[config.mk]
export PLATFORM = sky130hd
export DESIGN_NAME = rorf_queue
export DESIGN_NICKNAME = d
export VERILOG_FILES = /design/src/rtl/assert_macros.svh /design/src/rtl/rorf_pkg.sv /design/src/rtl/rorf_queue.sv
export SDC_FILE = /design/constraint.sdc
export NUM_CORES = 1
export LEC_CHECK = 0
export BUFFER_PORTS_ARGS = -buffer_cell sky130_fd_sc_hd__buf_2
export CAP_MARGIN = 20
export CORE_UTILIZATION = 34
export CTS_BUF_LIST = sky130_fd_sc_hd__clkbuf_4
export CTS_CLUSTER_DIAMETER = 50
export DETAILED_ROUTE_END_ITERATION = 7
export PLACE_DENSITY = 0.56
export SYNTH_ARGS = -nofsm -noshare
export SYNTH_HDL_FRONTEND = slang
export SYNTH_SLANG_ARGS = --single-unit
[constraint.sdc]
create_clock -name i_clk -period 15 [get_ports i_clk]
set_input_delay 2.25 -clock i_clk [delete_from_list [all_inputs] [get_ports i_clk]]
set_output_delay 2.25 -clock i_clk [all_outputs]
set_load 0.01 [all_outputs]
[src/rtl/assert_macros.svh]
// assertion helpers for the top-level rtl file, the one rtl file that checks itself
// all checks sample on i_clk and stay quiet while i_rst_n is low
`ifndef ASSERT_MACROS_SVH
`define ASSERT_MACROS_SVH

// consequent must hold in the same cycle as the antecedent
`define RORF_ASSERT_IMPL(name, ante, cons) \
    name: assert property (@(posedge i_clk) disable iff (!i_rst_n) (ante) |-> (cons)) \
        else $error("rorf check failed: same-cycle implication");

// consequent must hold in the cycle after the antecedent
`define RORF_ASSERT_NEXT(name, ante, cons) \
    name: assert property (@(posedge i_clk) disable iff (!i_rst_n) (ante) |=> (cons)) \
        else $error("rorf check failed: next-cycle implication");

`endif

[src/rtl/rorf_pkg.sv]
`default_nettype none
package rorf_pkg;

    // canvas geometry
    localparam int MAX_SIDE      = 512;
    localparam int FRACTION_BITS = 8;
    localparam int SIDE_W        = $clog2(MAX_SIDE);
    localparam int DIM_W         = SIDE_W + 1;
    localparam int ADDR_W        = 2 * SIDE_W;
    localparam int CANVAS_DEPTH  = MAX_SIDE * MAX_SIDE;

    // fixed field widths
    localparam int CFG_DIM_W   = 10;
    localparam int CFG_DATA_W  = 10;
    localparam int CFG_IDX_W   = 2;
    localparam int CHAR_W      = 8;
    localparam int OP_W        = 2;
    localparam int STATUS_W    = 2;
    localparam int RECT_POS_W  = 20;
    localparam int RECT_SIZE_W = 19;
    localparam int PIX_IDX_W   = 9;

    // input tdata layout, lowest field first
    localparam int OFF_X      = 0;
    localparam int OFF_Y      = OFF_X + RECT_POS_W;
    localparam int OFF_W      = OFF_Y + RECT_POS_W;
    localparam int OFF_H      = OFF_W + RECT_SIZE_W;
    localparam int OFF_CH     = OFF_H + RECT_SIZE_W;
    localparam int OFF_PX     = OFF_CH + CHAR_W;
    localparam int OFF_PY     = OFF_PX + PIX_IDX_W;
    localparam int IN_BITS    = OFF_PY + PIX_IDX_W;
    localparam int IN_DATA_W  = ((IN_BITS + 7) / 8) * 8;
    localparam int OUT_DATA_W = CHAR_W;

    // signed coordinate width: right edge sum plus outline margin, or pixel position
    localparam int EDGE_W  = RECT_POS_W + 2;
    localparam int PIXP_W  = SIDE_W + FRACTION_BITS + 1;
    localparam int COORD_W = (EDGE_W > PIXP_W) ? EDGE_W : PIXP_W;
    localparam int ONE     = 1 << FRACTION_BITS;

    // register reset values
    localparam logic [CFG_DIM_W-1:0] CANVAS_WIDTH_RESET  = CFG_DIM_W'(300);
    localparam logic [CFG_DIM_W-1:0] CANVAS_HEIGHT_RESET = CFG_DIM_W'(300);
    localparam logic [CHAR_W-1:0]    BACKGROUND_RESET    = CHAR_W'(32);

    // command queue
    localparam int QUEUE_DEPTH = 2;
    localparam int QPTR_W      = (QUEUE_DEPTH > 1) ? $clog2(QUEUE_DEPTH) : 1;
    localparam int QCNT_W      = $clog2(QUEUE_DEPTH + 1);

    typedef enum logic [OP_W-1:0] {
        OP_CLEAR   = 2'd0,
        OP_OUTLINE = 2'd1,
        OP_FILLED  = 2'd2,
        OP_READ    = 2'd3
    } t_op;

    typedef enum logic [STATUS_W-1:0] {
        STAT_DONE      = 2'd0,
        STAT_ZERO_SIZE = 2'd1,
        STAT_OUTSIDE   = 2'd2
    } t_status;

    typedef enum logic [CFG_IDX_W-1:0] {
        CFG_CANVAS_WIDTH  = 2'd0,
        CFG_CANVAS_HEIGHT = 2'd1,
        CFG_BACKGROUND    = 2'd2
    } t_cfg_index;

    // what the back end has to do with a queued command
    typedef enum logic [2:0] {
        CMD_CLEAR,
        CMD_FILLED,
        CMD_OUTLINE,
        CMD_READ,
        CMD_REPLY
    } t_kind;

    typedef enum logic [1:0] {
        BK_IDLE,
        BK_SWEEP,
        BK_READ,
        BK_DONE
    } t_back_state;

    typedef struct packed {
        t_kind                      kind;
        t_status                    status;
        logic [CHAR_W-1:0]          ch;
        logic [SIDE_W-1:0]          cols_m1;
        logic [SIDE_W-1:0]          rows_m1;
        logic signed [COORD_W-1:0]  x0;
        logic signed [COORD_W-1:0]  x0p;
        logic signed [COORD_W-1:0]  x1m;
        logic signed [COORD_W-1:0]  x1;
        logic signed [COORD_W-1:0]  y0;
        logic signed [COORD_W-1:0]  y0p;
        logic signed [COORD_W-1:0]  y1m;
        logic signed [COORD_W-1:0]  y1;
        logic [SIDE_W-1:0]          px;
        logic [SIDE_W-1:0]          py;
    } t_cmd;

    typedef struct packed {
        logic full;
        logic empty;
    } t_queue_stat;

    typedef struct packed {
        logic busy;
        logic sweeping;
        logic wr_en;
    } t_back_stat;

    // active extent of one canvas axis, capped at the store size
    function automatic logic [DIM_W-1:0] clamp_dim(input logic [CFG_DIM_W-1:0] d);
        logic [31:0] v;
        v = 32'(d);
        if (v > 32'(MAX_SIDE)) begin
            v = 32'(MAX_SIDE);
        end
        return DIM_W'(v);
    endfunction

endpackage
`default_nettype wire

[src/rtl/rorf_queue.sv]
`default_nettype none
module rorf_queue
    import rorf_pkg::*;
(
    input  wire logic   i_clk,
    input  wire logic   i_rst_n,
    input  wire logic   i_push,
    input  wire t_cmd   i_cmd,
    input  wire logic   i_pop,
    output t_cmd        o_head,
    output t_queue_stat o_stat
);

    t_cmd               r_mem [QUEUE_DEPTH];
    logic [QPTR_W-1:0]  r_wr_ptr;
    logic [QPTR_W-1:0]  r_rd_ptr;
    logic [QCNT_W-1:0]  r_count;
    logic               do_push;
    logic               do_pop;

    assign o_stat.full  = (r_count == QCNT_W'(QUEUE_DEPTH));
    assign o_stat.empty = (r_count == '0);
    assign do_push      = i_push && !o_stat.full;
    assign do_pop       = i_pop && !o_stat.empty;
    assign o_head       = r_mem[r_rd_ptr];

    function automatic logic [QPTR_W-1:0] bump(input logic [QPTR_W-1:0] p);
        return (p == QPTR_W'(QUEUE_DEPTH - 1)) ? '0 : p + QPTR_W'(1);
    endfunction

    always_ff @(posedge i_clk) begin
        if (!i_rst_n) begin
            r_wr_ptr <= '0;
            r_rd_ptr <= '0;
            r_count  <= '0;
        end else begin
            if (do_push) begin
                r_wr_ptr <= bump(r_wr_ptr);
            end
            if (do_pop) begin
                r_rd_ptr <= bump(r_rd_ptr);
            end
            if (do_push && !do_pop) begin
                r_count <= r_count + QCNT_W'(1);
            end else if (do_pop && !do_push) begin
                r_count <= r_count - QCNT_W'(1);
            end
        end
    end

    always_ff @(posedge i_clk) begin
        if (do_push) begin
            r_mem[r_wr_ptr] <= i_cmd;
        end
    end

endmodule
`default_nettype wire

==> results.toml <==
[route]
drt_iter0_markers = 439
routed-wl-met2_um = 17700
vias_per_cell = 4.31
top_layer = "met5"
dr_wl_met3_um = 3230
drc = 0
wl_met1_um = 14400
ant_nets = 0
wl_per_cell_um = 17.8
routed_wirelength_um = 36200
first_pass_iters = 4
vias = 8774

[clock_tree]
clk_latency_ps = 810
clock-root-buffer = "clkbuf_4"
clkTransAtPathRegs_ps = 60
postCtsHoldBufs = 0
ctsLongestPathBuffers = 3
cts_resized = 0
h-tree-depth = 3
cts_tree = "yes"
cts_buffers = 115
cts.sinks = 455
cts_setup_buffers = 0

[floorplan]
placeableCoreArea_um2 = 49300
die_w_um = 226
initial_utilization_pct = 34.7
dieArea_um2 = 51100
die_h_um = 226
top_level_ports = 456
rows = 81

[synthesis]
synthXorXnorAreaFrac_pct = 0.154
yosys.area.top_type = "edfxtp_1"
avgSynthCellArea_um2 = 23.6
yosysUniqueCellTypes = 21
synth_top_family_by_area = "multiplexers"
synthTopCellsByArea = "edfxtp_1 (79%), mux2_4 (13%), mux2_2 (4.9%)"
syn-num-nets = 955
netlist_area_um2 = 17100
synthAdderAreaFrac_pct = 0.0732
synth_compound_area_share_pct = 0.190
synth_seq_cells = 455
ys_warn_count = 0
yosysSeqAreaShare_pct = 79.7
yosys.area_share.simple_pct = 0.322
postSynthCellCount = 725
synth_top_area_share_pct = 79.1
synthMuxAreaShare_pct = 18.1

[grt]
grt_max_degree = 72
grt_usage_pct = 13.8
grt_pass1_wl_um = 52000
grt_overflow = 0
antenna_found_initial = 10
grt_pass1_vias = 9040

[final_layout]
synthToLayoutAreaGrowth_pct = 26.1
fin_area_um2 = 21500
layout.filler_cells = 4477
register_area_um2 = 13600
multiInputGateArea_um2 = 3230
stdcell_count = 2035
drive_above_1_share_pct = 64.3
fin_nets = 1513

[worst_setup_path]
r2r_slack_ps = 11660
r2r_cells = 4
arrival_ps = 4050
startpoint_type = "register"
criticalPathCategory = "register to output pin"
setup.worst_path.end = "o_head[153]"
worstPathMaxFanout = 58
timing.rr.end = "r_mem[1][99]$_DFFE_PP_"
crit_path_end_kind = "output pin"
critical_path_required_ps = 12750
timing.rr.start = "r_count[0]$_SDFFE_PN0P_"

[place]
gp_congestion = 0.806
placedCellCount = 1829
place.detailed.hpwl_um = 24600
portBuffers = 455
postPlaceCellArea_um2 = 20000

[sta]
period_needed_ps = 6300
hold_viol_final = 0
post-route-period-util_pct = 42.0
clock_skew_ps = 49.1
setup_viol = 0
rsz0062_at_grt = "false"
slew_viol_final = 0
relSlewSlack_pct = 33.3
fin_tns_setup_ps = 0
max_freq_ghz = 0.159
fin_hold_ws_ps = 543
worst_slew_pin_slew_ps = 1000

[power_and_ir_drop]
p_leak_nw = 8.39
power_density_nw_per_um2 = 168
ir_drop_v = 0.000145

[status]
run_status = "completed"

[worst_hold_path]
hp-class = "register to register"
hold_depth = 2

[run]
drv_cap = 0
final cells by class:
cell class | count | area share, %
flip-flops and latches | 455 | 63.2
repair buffers | 466 | 11.0
multi-input cells | 243 | 15.0
clock inverters | 28 | 0.784
inverters | 2 | 0.0348
well taps | 664 | 3.86
diodes | 4 | 0.0465
clock buffers | 173 | 6.03
synth_stat cells:
cell / n
dfxtp_1: 5
o21ai_1: 1
edfxtp_1: 450
and3_1: 1
o21a_1: 1
and2_1: 3
inv_1: 2
buf_6: 18
mux2_2: 75
nor3_2: 1
xor2_1: 1
nand2b_1: 1
mux2_4: 150
xnor2_1: 2
nor2_1: 2
or3_1: 1
a21boi_0: 1
o21ai_0: 1
ha_1: 1
a21boi_1: 1
buf_2: 7
logic make-up after synthesis:
logic type,after synthesis
mux,225
fa+ha+maj,1
xor+xnor,3
flops,455
simple gates,9
buf+inv,27
compound gates,5
sequential cells by signal, summed over array words and instances, names as in the netlist, named ones only:
name / cells
r_rd_ptr: 1
r_wr_ptr: 1
r_mem: 450
r_count: 2
critical path, cell delays in order, from the launching register on:
cell     delay, ps
dfxtp_4        840
buf_4          850
buf_4          900
mux2_4         360
buf_2          140
report_power, final:
group          leakage [nW]  switching (mW)  internal, mW
logic                  3.26           0.467         0.462
clock network         0.886           0.465         0.557
registers              4.24          0.0616          1.60
total                  8.39           0.993          2.62
worst min path at each step:
stage                                 start                      end  slack (ps)
global placement    r_count[1]$_SDFFE_PN0P_  r_count[1]$_SDFFE_PN0P_         500
floorplan           r_count[1]$_SDFFE_PN0P_  r_count[1]$_SDFFE_PN0P_         480
global route        r_count[1]$_SDFFE_PN0P_  r_count[1]$_SDFFE_PN0P_         580
CTS                 r_count[1]$_SDFFE_PN0P_  r_count[1]$_SDFFE_PN0P_         550
finish              r_count[1]$_SDFFE_PN0P_  r_count[1]$_SDFFE_PN0P_         540
detailed placement  r_count[1]$_SDFFE_PN0P_  r_count[1]$_SDFFE_PN0P_         540
layout by cell type, fill, tap and decap left out, types with 3 or more instances in the layout:
cell / netlist / layout
buf_4: 0 / 10
inv_2: 0 / 3
clkbuf_4: 0 / 173
and2_1: 3 / 3
mux2_2: 75 / 75
dfxtp_1: 5 / 4
buf_2: 7 / 455
diode_2: 0 / 4
edfxtp_1: 450 / 450
mux2_4: 150 / 150
clkinv_2: 0 / 6
clkinv_1: 0 / 16
metal layers:
layer | global-route usage [%] | up-vias
li1 | - | 4106
met3 | 5.78 | 60
met4 | 6.43 | 12
met1 | 15.9 | 4245
met5 | 0 | -
met2 | 22.2 | 351
per-stage QoR:
| step | power [mW] | utilization (%) | setup WS [ps] |
|---|---|---|---|
| 2_1_floorplan | 2.35 | - | 3280 |
| 3_3_place_gp | 2.63 | 40.7 | 9510 |
| 3_5_place_dp | 2.63 | 40.7 | 9470 |
| 4_1_cts | 3.68 | 43.7 | 8460 |
| 5_1_grt | 3.80 | 43.7 | 8340 |
| 6_report | 3.61 | 43.7 | 8700 |
(Power assumes the default switching activity.)
