===== src/rtl/assert_macros.svh =====
// assertion helpers for the top-level rtl file, the one rtl file that checks itself
// all checks sample on i_clk and stay quiet while i_rst_n is low
`ifndef ASSERT_MACROS_SVH
`define ASSERT_MACROS_SVH

// consequent must hold in the same cycle as the antecedent
`define RORF_ASSERT_IMPL(name, ante, cons) \
    name: assert property (@(posedge i_clk) disable iff (!i_rst_n) (ante) |-> (cons)) \
        else $error("rorf check failed: same-cycle implication");

// consequent must hold in the cycle after the antecedent
`define RORF_ASSERT_NEXT(name, ante, cons) \
    name: assert property (@(posedge i_clk) disable iff (!i_rst_n) (ante) |=> (cons)) \
        else $error("rorf check failed: next-cycle implication");

`endif


===== src/rtl/rorf_pkg.sv =====
`default_nettype none
package rorf_pkg;

    // canvas geometry
    localparam int MAX_SIDE      = 512;
    localparam int FRACTION_BITS = 8;
    localparam int SIDE_W        = $clog2(MAX_SIDE);
    localparam int DIM_W         = SIDE_W + 1;
    localparam int ADDR_W        = 2 * SIDE_W;
    localparam int CANVAS_DEPTH  = MAX_SIDE * MAX_SIDE;

    // fixed field widths
    localparam int CFG_DIM_W   = 10;
    localparam int CFG_DATA_W  = 10;
    localparam int CFG_IDX_W   = 2;
    localparam int CHAR_W      = 8;
    localparam int OP_W        = 2;
    localparam int STATUS_W    = 2;
    localparam int RECT_POS_W  = 20;
    localparam int RECT_SIZE_W = 19;
    localparam int PIX_IDX_W   = 9;

    // input tdata layout, lowest field first
    localparam int OFF_X      = 0;
    localparam int OFF_Y      = OFF_X + RECT_POS_W;
    localparam int OFF_W      = OFF_Y + RECT_POS_W;
    localparam int OFF_H      = OFF_W + RECT_SIZE_W;
    localparam int OFF_CH     = OFF_H + RECT_SIZE_W;
    localparam int OFF_PX     = OFF_CH + CHAR_W;
    localparam int OFF_PY     = OFF_PX + PIX_IDX_W;
    localparam int IN_BITS    = OFF_PY + PIX_IDX_W;
    localparam int IN_DATA_W  = ((IN_BITS + 7) / 8) * 8;
    localparam int OUT_DATA_W = CHAR_W;

    // signed coordinate width: right edge sum plus outline margin, or pixel position
    localparam int EDGE_W  = RECT_POS_W + 2;
    localparam int PIXP_W  = SIDE_W + FRACTION_BITS + 1;
    localparam int COORD_W = (EDGE_W > PIXP_W) ? EDGE_W : PIXP_W;
    localparam int ONE     = 1 << FRACTION_BITS;

    // register reset values
    localparam logic [CFG_DIM_W-1:0] CANVAS_WIDTH_RESET  = CFG_DIM_W'(300);
    localparam logic [CFG_DIM_W-1:0] CANVAS_HEIGHT_RESET = CFG_DIM_W'(300);
    localparam logic [CHAR_W-1:0]    BACKGROUND_RESET    = CHAR_W'(32);

    // command queue
    localparam int QUEUE_DEPTH = 2;
    localparam int QPTR_W      = (QUEUE_DEPTH > 1) ? $clog2(QUEUE_DEPTH) : 1;
    localparam int QCNT_W      = $clog2(QUEUE_DEPTH + 1);

    typedef enum logic [OP_W-1:0] {
        OP_CLEAR   = 2'd0,
        OP_OUTLINE = 2'd1,
        OP_FILLED  = 2'd2,
        OP_READ    = 2'd3
    } t_op;

    typedef enum logic [STATUS_W-1:0] {
        STAT_DONE      = 2'd0,
        STAT_ZERO_SIZE = 2'd1,
        STAT_OUTSIDE   = 2'd2
    } t_status;

    typedef enum logic [CFG_IDX_W-1:0] {
        CFG_CANVAS_WIDTH  = 2'd0,
        CFG_CANVAS_HEIGHT = 2'd1,
        CFG_BACKGROUND    = 2'd2
    } t_cfg_index;

    // what the back end has to do with a queued command
    typedef enum logic [2:0] {
        CMD_CLEAR,
        CMD_FILLED,
        CMD_OUTLINE,
        CMD_READ,
        CMD_REPLY
    } t_kind;

    typedef enum logic [1:0] {
        BK_IDLE,
        BK_SWEEP,
        BK_READ,
        BK_DONE
    } t_back_state;

    typedef struct packed {
        t_kind                      kind;
        t_status                    status;
        logic [CHAR_W-1:0]          ch;
        logic [SIDE_W-1:0]          cols_m1;
        logic [SIDE_W-1:0]          rows_m1;
        logic signed [COORD_W-1:0]  x0;
        logic signed [COORD_W-1:0]  x0p;
        logic signed [COORD_W-1:0]  x1m;
        logic signed [COORD_W-1:0]  x1;
        logic signed [COORD_W-1:0]  y0;
        logic signed [COORD_W-1:0]  y0p;
        logic signed [COORD_W-1:0]  y1m;
        logic signed [COORD_W-1:0]  y1;
        logic [SIDE_W-1:0]          px;
        logic [SIDE_W-1:0]          py;
    } t_cmd;

    typedef struct packed {
        logic full;
        logic empty;
    } t_queue_stat;

    typedef struct packed {
        logic busy;
        logic sweeping;
        logic wr_en;
    } t_back_stat;

    // active extent of one canvas axis, capped at the store size
    function automatic logic [DIM_W-1:0] clamp_dim(input logic [CFG_DIM_W-1:0] d);
        logic [31:0] v;
        v = 32'(d);
        if (v > 32'(MAX_SIDE)) begin
            v = 32'(MAX_SIDE);
        end
        return DIM_W'(v);
    endfunction

endpackage
`default_nettype wire


===== src/rtl/rorf_front.sv =====
`default_nettype none
module rorf_front
    import rorf_pkg::*;
(
    input  wire logic                   i_clk,
    input  wire logic                   i_rst_n,
    input  wire logic                   s_axis_tvalid,
    output logic                        s_axis_tready,
    input  wire logic [IN_DATA_W-1:0]   s_axis_tdata,
    input  wire logic [OP_W-1:0]        s_axis_tuser,
    input  wire logic                   i_cfg_valid,
    output logic                        o_cfg_ready,
    input  wire logic [CFG_IDX_W-1:0]   i_cfg_index,
    input  wire logic [CFG_DATA_W-1:0]  i_cfg_data,
    input  wire t_queue_stat            i_q_stat,
    output logic                        o_q_push,
    output t_cmd                        o_q_cmd
);

    logic [CFG_DIM_W-1:0] r_canvas_w;
    logic [CFG_DIM_W-1:0] r_canvas_h;
    logic [CHAR_W-1:0]    r_bg_char;

    t_op                       op;
    logic [RECT_POS_W-1:0]     rect_x;
    logic [RECT_POS_W-1:0]     rect_y;
    logic [RECT_SIZE_W-1:0]    rect_w;
    logic [RECT_SIZE_W-1:0]    rect_h;
    logic [CHAR_W-1:0]         draw_char;
    logic [PIX_IDX_W-1:0]      pix_x;
    logic [PIX_IDX_W-1:0]      pix_y;
    logic [DIM_W-1:0]          cols;
    logic [DIM_W-1:0]          rows;
    logic                      empty_canvas;
    logic                      zero_size;
    logic                      read_inside;
    logic signed [COORD_W-1:0] one;
    logic signed [COORD_W-1:0] x0;
    logic signed [COORD_W-1:0] y0;
    logic signed [COORD_W-1:0] x1;
    logic signed [COORD_W-1:0] y1;

    // config registers; the user must write them only while the block is idle, the block itself does not enforce it
    assign o_cfg_ready = 1'b1;

    always_ff @(posedge i_clk) begin
        if (!i_rst_n) begin
            r_canvas_w <= CANVAS_WIDTH_RESET;
            r_canvas_h <= CANVAS_HEIGHT_RESET;
            r_bg_char  <= BACKGROUND_RESET;
        end else if (i_cfg_valid) begin
            case (t_cfg_index'(i_cfg_index))
                CFG_CANVAS_WIDTH:  r_canvas_w <= i_cfg_data[CFG_DIM_W-1:0];
                CFG_CANVAS_HEIGHT: r_canvas_h <= i_cfg_data[CFG_DIM_W-1:0];
                CFG_BACKGROUND:    r_bg_char  <= i_cfg_data[CHAR_W-1:0];
                default: ;
            endcase
        end
    end

    // unpack the transfer
    assign op        = t_op'(s_axis_tuser);
    assign rect_x    = s_axis_tdata[OFF_X  +: RECT_POS_W];
    assign rect_y    = s_axis_tdata[OFF_Y  +: RECT_POS_W];
    assign rect_w    = s_axis_tdata[OFF_W  +: RECT_SIZE_W];
    assign rect_h    = s_axis_tdata[OFF_H  +: RECT_SIZE_W];
    assign draw_char = s_axis_tdata[OFF_CH +: CHAR_W];
    assign pix_x     = s_axis_tdata[OFF_PX +: PIX_IDX_W];
    assign pix_y     = s_axis_tdata[OFF_PY +: PIX_IDX_W];

    assign cols         = clamp_dim(r_canvas_w);
    assign rows         = clamp_dim(r_canvas_h);
    assign empty_canvas = (cols == '0) || (rows == '0);
    assign zero_size    = (rect_w == '0) || (rect_h == '0);
    assign read_inside  = (DIM_W'(pix_x) < cols) && (DIM_W'(pix_y) < rows);

    // rectangle bounds in the signed fixed point domain
    assign one = COORD_W'(ONE);
    assign x0  = COORD_W'($signed(rect_x));
    assign y0  = COORD_W'($signed(rect_y));
    assign x1  = x0 + COORD_W'(rect_w);
    assign y1  = y0 + COORD_W'(rect_h);

    always_comb begin
        o_q_cmd         = '0;
        o_q_cmd.cols_m1 = SIDE_W'(cols - DIM_W'(1));
        o_q_cmd.rows_m1 = SIDE_W'(rows - DIM_W'(1));
        o_q_cmd.x0      = x0;
        o_q_cmd.x0p     = x0 + one;
        o_q_cmd.x1m     = x1 - one;
        o_q_cmd.x1      = x1;
        o_q_cmd.y0      = y0;
        o_q_cmd.y0p     = y0 + one;
        o_q_cmd.y1m     = y1 - one;
        o_q_cmd.y1      = y1;
        o_q_cmd.px      = SIDE_W'(pix_x);
        o_q_cmd.py      = SIDE_W'(pix_y);
        o_q_cmd.status  = STAT_DONE;
        o_q_cmd.ch      = draw_char;
        case (op)
            OP_CLEAR: begin
                o_q_cmd.ch   = r_bg_char;
                o_q_cmd.kind = empty_canvas ? CMD_REPLY : CMD_CLEAR;
            end
            OP_READ: begin
                if (read_inside) begin
                    o_q_cmd.kind = CMD_READ;
                end else begin
                    o_q_cmd.kind   = CMD_REPLY;
                    o_q_cmd.status = STAT_OUTSIDE;
                end
            end
            default: begin
                if (zero_size) begin
                    o_q_cmd.kind   = CMD_REPLY;
                    o_q_cmd.status = STAT_ZERO_SIZE;
                end else if (empty_canvas) begin
                    o_q_cmd.kind = CMD_REPLY;
                end else if (op == OP_FILLED) begin
                    o_q_cmd.kind = CMD_FILLED;
                end else begin
                    o_q_cmd.kind = CMD_OUTLINE;
                end
            end
        endcase
    end

    assign s_axis_tready = !i_q_stat.full;
    assign o_q_push      = s_axis_tvalid && !i_q_stat.full;

endmodule
`default_nettype wire


===== config.mk =====
export PLATFORM = sky130hd
export DESIGN_NAME = rorf_front
export DESIGN_NICKNAME = d
export VERILOG_FILES = /design/src/rtl/assert_macros.svh /design/src/rtl/rorf_pkg.sv /design/src/rtl/rorf_front.sv
export SDC_FILE = /design/constraint.sdc
export NUM_CORES = 1
export LEC_CHECK = 0
export CAP_MARGIN = 5
export CORE_MARGIN = 10
export CORE_UTILIZATION = 27
export CTS_CLUSTER_SIZE = 40
export DETAILED_ROUTE_END_ITERATION = 16
export DONT_BUFFER_PORTS = 1
export GPL_TIMING_DRIVEN = 0
export SLEW_MARGIN = 20
export SYNTH_ARGS = -nofsm -noshare
export SYNTH_HDL_FRONTEND = slang
export SYNTH_SLANG_ARGS = --single-unit
export TNS_END_PERCENT = 50

===== constraint.sdc =====
create_clock -name i_clk -period 5.8 [get_ports i_clk]
set_input_delay 1.16 -clock i_clk [delete_from_list [all_inputs] [get_ports i_clk]]
set_output_delay 1.16 -clock i_clk [all_outputs]
set_load 0.03 [all_outputs]

==> reports/metrics.yaml, run 1 <==
floorplanning:
  initial_utilization_pct: 27.4
  die_x_um: 166
  coreArea_um2: 21000
  die-area_um2: 27500
  io_pins: 352
  placementRows: 53
  floorplan.die.height_um: 166
synth:
  synth.area.top_cells: "ha_1 14%, buf_4 13%, dfxtp_1 9.8%"
  netlist_area_um2: 5730
  yosys.area.top_type: "ha_1"
  yosysWarnings: 0
  ys.flop_type: "dfxtp_1"
  syn_inst: 778
  ys_seq_elements: 28
  synth_cell_types: 68
  avgSynthCellArea_um2: 7.37
  seq_area_frac_synth_pct: 9.78
  synth_edf_count: 0
  netlist.area_leader.share_pct: 13.8
  syn_nets: 967
  synth-async-reset-ratio_pct: 0
min_path:
  hp-class: "register to register"
  min-delay-start: "r_canvas_w[1]"
  min_path_cells: 2
  min_to: "r_canvas_w[1]"
worst_setup_path:
  critPathKind: "input port to primary output"
  path_depth: 11
  timing.rr.end: "r_canvas_h[9]"
  setup.worst_path.start_class: "input port"
  cp-startpoint: "s_axis_tdata[0]"
  worstPathMaxFanout: 6
  cp_top_family: "compound AO/OA/AOI/OAI gates"
  worst_path_max_delay_cell: "or4b_4"
  end_kind: "primary output"
  crit_chain: "ha_4, fa_2, a21o_1, a221oi_4, o211ai_1, a41oi_2, xnor2_2, inv_2, or4b_4, or3_4, o41ai_4"
  reg2reg_from: "r_canvas_h[9]"
  worstPathRequired_ns: 4.64
  ff2ff_path_depth: 3
  path_buf_inv: 1
  worstPathArrival_ns: 4.54
  reg2reg_slack_ns: 4.73
  critical_path.max_stage_delay_ns: 0.60
power:
  pwr_density_cell_nw_per_um2: 213
  ir_worst_vdd_mv: 0.128
  leakage_nw: 2.86
sta:
  setup_viol: 0
  clock_skew_ns: 0
  hold_viol: 0
  worst_pin_slew_ns: 1.28
  fmax_ghz: 0.176
  relSlewSlack_pct: 14.2
  min_period_ns: 5.70
  slew_viol_final: 0
  rsz0062_at_grt: "yes"
  fin_crit_sh_pct: 98.2
clock_network:
  htreeDepth: 1
  cts_hold_buf: 0
  cts_buffers: 3
  clk_path_buf_depth: 2
  clk_pin_slew_ns: 0.06
  clk_latency_ns: 0.26
  cts_tree: "done"
  clockRootBuffer: "clkbuf_16"
  clock_sink_count: 28
finish:
  areaGrowthSynthToFinish_pct: 12.2
  diodes: 0
  final_util_pct: 30.7
  fin_nets: 980
  drive_above_1_share_pct: 20.2
  finalNonFillerCells: 1064
grt:
  grt_pass1_vias: 5522
  overflow: 0
  antenna_found_initial: 0
  grt_pass1_wl_um: 33600
  grt_usage_pct: 14.5
  grt_max_degree: 15
detailed_routing:
  drtIter0Drc: 302
  drc: 0
  dr.pass1.iters: 5
  wl_per_cell_um: 20.7
  wl_um: 22100
  vias: 5530
  routed_via_density: 5.20
  ant_nets: 0
placement:
  routabilityCongestion: 0.885
  dpl.hpwl_um: 19500
  portBuffers: 0
  placed_cells: 1055
job:
  cap_violations: 0
outcome:
  outcome: "finished, final reports clean"
worst register-to-register path: stages, from the launching register on:
cell and delay [ns]:
dfxtp_1 0.40, clkbuf_1 0.33, nand2_1 0.10, a21boi_0 0.17
worst max path at each step:
| stage | endpoint |
|---|---|
| after floorplan | o_q_cmd[149] |
| after global placement | o_q_cmd[61] |
| after detailed placement | o_q_cmd[147] |
| after CTS | o_q_cmd[61] |
| after global routing | o_q_cmd[148] |
| final | o_q_cmd[148] |
cells in the mapped netlist (all sizes together) (2+ instances only):
master and instances:
a2111oi 2, a211o 2, a211oi 2, a21boi 13, a21o 19, a21oi 42, a221oi 3, a31oi 7
and2 9, and3 17, and3b 3, and4 2, buf 99, clkbuf 16, dfxtp 28, fa 2
ha 63, inv 35, mux2 9, mux2i 12, nand2 89, nand2b 21, nand3 25, nand3b 3
nand4 8, nand4b 3, nor2 35, nor2b 14, nor3 17, nor4 15, o2111ai 4, o211ai 6
o21a 9, o21ai 25, o21bai 5, o22ai 3, o311ai 4, o31a 2, o31ai 6, o41ai 3
or2 3, or3 7, or3b 2, xnor2 42, xor2 28
cell usage in the layout, fill, tap and decap left out, types with 5 or more instances in the layout:
master	count
o211ai_1	6
nand4_1	8
or3_1	5
nor4_1	15
nor2_1	35
nand3_1	25
xnor2_1	34
mux2_2	9
nor2b_1	14
buf_4	107
o31ai_1	5
o21ai_0	23
and2_1	8
a31oi_1	7
and3_1	16
nand2b_1	21
inv_1	34
nand2_1	89
a21o_1	19
a21boi_0	13
a21oi_1	41
xnor2_2	7
nor3_1	17
o21bai_1	5
o21a_1	9
ha_1	62
xor2_1	23
mux2i_1	12
dfxtp_1	28
clkbuf_1	16
layout make-up:
| class | count | area (um2) |
|---|---|---|
| Fill cell | 2301 | 14500 |
| Tap cell | 275 | 344 |
| Sequential cell | 28 | 561 |
| Multi-Input combinational cell | 600 | 4450 |
| Buffer | 115 | 803 |
| Inverter | 35 | 131 |
| Clock buffer | 3 | 75.1 |
| Timing Repair Buffer | 8 | 60.1 |
stage by stage:
| stage | total power, mW | setup TNS (ns) | cell area [um2] | worst slack (ns) | hold slack [ns] |
|---|---|---|---|---|---|
| floorplan | 1.04 | -0.339 | 5740 | -0.310 | 0.439 |
| global placement | 1.18 | -5.24 | 6090 | -1.48 | 0.458 |
| detailed placement | 1.19 | -1.34 | 6130 | -0.236 | 0.475 |
| CTS | 1.35 | -0.0263 | 6270 | -0.0263 | 0.485 |
| global route | 1.45 | -0.0398 | 6430 | -0.0202 | 0.519 |
| finish | 1.37 | 0 | 6430 | 0.103 | 0.483 |
layer usage:
layer,track usage (%),share of wire (%)
met1,16.9,40
met2,26.0,50
met3,3.98,9.1
met4,2.50,1.4
met5,0,0
kinds of logic (layout without fill, tap and decap cells):
group | after synthesis | after routing | share of synthesized area, %
AOI/OAI and AO/OA | 164 | 164 | 19.3
xor gates and xnor gates | 70 | 70 | 11.0
adders and majority gates | 65 | 65 | 14.5
buffers and inverters | 150 | 161 | 16.3
DFF | 28 | 28 | 9.78
muxes | 21 | 21 | 3.86
other | 1 | 1 | 0.0654
and+or+nand+nor | 279 | 279 | 25.2
power breakdown:
part / leakage (nW) / internal, mW / switching (mW) / total [mW]
combinational: 2.60 / 0.277 / 0.732 / 1.01
sequential: 0.228 / 0.200 / 0.00751 / 0.207
clock: 0.0370 / 0.0914 / 0.0612 / 0.153
timing repair:
| action | CTS | global route |
|---|---|---|
| resized for setup | 9 | 13 |
| endpoints found under the setup margin | 11 | 11 |
| pin swaps | 2 | 9 |
| setup buffers | 0 | 6 |
state kept, by name (all words and copies together) (netlist names):
name,cells
r_canvas_h,10
r_canvas_w,10
r_bg_char,8
(Power assumes the default switching activity.)
==> inputs of run 2 (changes only) <==
--- a/config.mk
+++ b/config.mk
@@ -7,4 +7,2 @@
 export LEC_CHECK = 0
-export CAP_MARGIN = 5
-export CORE_MARGIN = 10
 export CORE_UTILIZATION = 27
--- a/constraint.sdc
+++ b/constraint.sdc
@@ -3,2 +3,2 @@
 set_output_delay 1.16 -clock i_clk [all_outputs]
-set_load 0.03 [all_outputs]
+set_load 0.05 [all_outputs]
==> reports/metrics.yaml, run 2 (synthesis gave the netlist of run 1 again) <==
outcome:
  outcome: "finished, final reports clean"
floorplanning:
  floorplan.die.height_um: 148
  placementRows: 52
  coreArea_um2: 20500
  io_pins: 352
  die-area_um2: 21800
  die_x_um: 148
  initial_utilization_pct: 28.0
worst_setup_path:
  critical_path.max_stage_delay_ns: 0.71
  worst_path_max_delay_cell: "o41ai_4"
  crit_chain: "ha_4, fa_2, a21o_1, a221oi_4, o211ai_1, a41oi_2, xnor2_2, inv_4, or4b_4, or3_4, o41ai_4"
  end_kind: "primary output"
  worstPathMaxFanout: 6
  setup.worst_path.start_class: "input port"
  worstPathRequired_ns: 4.64
  critPathKind: "input port to primary output"
  worstPathArrival_ns: 4.62
finish:
  final_cell_mix: "103 x buf_4, 88 x nand2_1, 62 x ha_1, 39 x a21oi_1"
  largestRegisters: "r_canvas_h x10, r_canvas_w x10, r_bg_char x8"
  nFillCells: 2207
  fin_nets: 976
  layout_commonest_cell: "buf_4"
  diodes: 0
  finalNonFillerCells: 1056
  design_area_um2: 6690
  drive_above_1_share_pct: 23.8
  areaGrowthSynthToFinish_pct: 16.7
  final_util_pct: 32.6
sta:
  fin_crit_sh_pct: 99.6
  relSlewSlack_pct: 21.0
  rsz0062_at_grt: "yes"
  clock_skew_ns: 0
  worst_pin_slew_ns: 1.18
  setup_viol: 0
  timing.hold.ws_ns: 0.478
  fmax_ghz: 0.173
  hold_viol: 0
  setup_tns_ns: 0
  slew_viol_final: 0
  min_period_ns: 5.78
detailed_routing:
  drtIter0Drc: 194
  ant_nets: 0
  wl_um: 18900
  wl_per_cell_um: 17.9
  dr.pass1.iters: 4
  routed_via_density: 5.24
  drc: 0
  vias: 5531
clock_network:
  clock_sink_count: 28
  cts_hold_buf: 0
  clk_latency_ns: 0.26
  clk_path_buf_depth: 2
  cts_tree: "done"
  htreeDepth: 1
  cts_buffers: 3
  clockRootBuffer: "clkbuf_16"
  clk_pin_slew_ns: 0.06
grt:
  overflow: 0
  grt_usage_pct: 16.3
  antenna_found_initial: 0
  grt_pass1_wl_um: 28700
  grt_pass1_vias: 5061
  grt_max_degree: 16
placement:
  dpl.hpwl_um: 16400
  portBuffers: 0
  placed_cells: 1049
  place_area_um2: 6360
  routabilityCongestion: 0.969
power:
  ir_worst_vdd_mv: 0.179
  pwr_density_cell_nw_per_um2: 253
  leakage_nw: 2.97
min_path:
  hp-class: "register to register"
job:
  cap_violations: 0
[run 2: cell types whose count changed in the layout (fill, tap and decap cells not counted), moves of 3 or more]
cell,previous run,this run
xor2_1,23,19
o21ai_0,23,19
xor2_2,4,7
buf_4,107,103
xnor2_1,34,18
xnor2_2,7,19
xnor2_4,1,5
o21ai_1,1,5
[run 2: where the power goes]
group / leakage [nW] / switching [mW] / total [mW] / internal [mW]
Clock: 0.0442 / 0.0636 / 0.169 / 0.106
Combinational: 2.70 / 1.01 / 1.31 / 0.301
Sequential: 0.228 / 0.00794 / 0.208 / 0.200
Total: 2.97 / 1.08 / 1.69 / 0.607
[run 2: final cells by class]
cell class / instances / area [um2] / area share (%)
Clock buffer: 4 / 88.8 / 1.33
Multi-Input combinational cell: 600 / 4730 / 70.8
Inverter: 35 / 134 / 2.00
Timing Repair Buffer: 4 / 30.0 / 0.449
Sequential cell: 28 / 561 / 8.38
Tap cell: 270 / 338 / 5.05
Buffer: 115 / 803 / 12.0
[run 2: worst paths after layout]
kind | from | end | slack (ns) | cells past startpoint
worst max-delay path | s_axis_tdata[0] | o_q_cmd[148] | 0.02 | 11
worst min-delay path | r_canvas_w[0] | r_canvas_w[0] | 0.48 | 2
worst max register to register | r_canvas_h[9] | r_canvas_h[9] | 4.77 | 3
worst min register to register | r_canvas_w[0] | r_canvas_w[0] | 0.48 | 2
[run 2: critical path: cells and delay by family]
kind	cells	cell delay (ns)
XOR/XNOR	1	0.19
adder cells (fa/ha/maj)	2	0.51
AND/OR/NAND/NOR	2	0.93
AO/OA/AOI/OAI	5	1.69
buffers and inverters	1	0.14
[run 2: metal layers]
metal / GRT usage, % / vias up / routed length (um)
met5: 0 / - / 0
met4: 2.58 / 0 / 223
met1: 21.8 / 2622 / 8500
met2: 28.8 / 218 / 9250
li1: - / 2674 / -
met3: 1.57 / 17 / 958
[run 2: timing repair]
action | 4_1_cts | 5_1_grt
endpoints found under the setup margin | 12 | 14
gates cloned | 0 | 0
pin swaps | 0 | 5
gates resized for setup | 11 | 18
setup buffers | 0 | 3
[run 2: metrics by stage]
stage / power (mW) / worst slack (ns)
6_report: 1.69 / 0.0214
5_1_grt: 1.77 / -0.0897
4_1_cts: 1.67 / -0.109
3_5_place_dp: 1.48 / -0.289
3_3_place_gp: 1.45 / -1.12
2_1_floorplan: 1.35 / -0.811
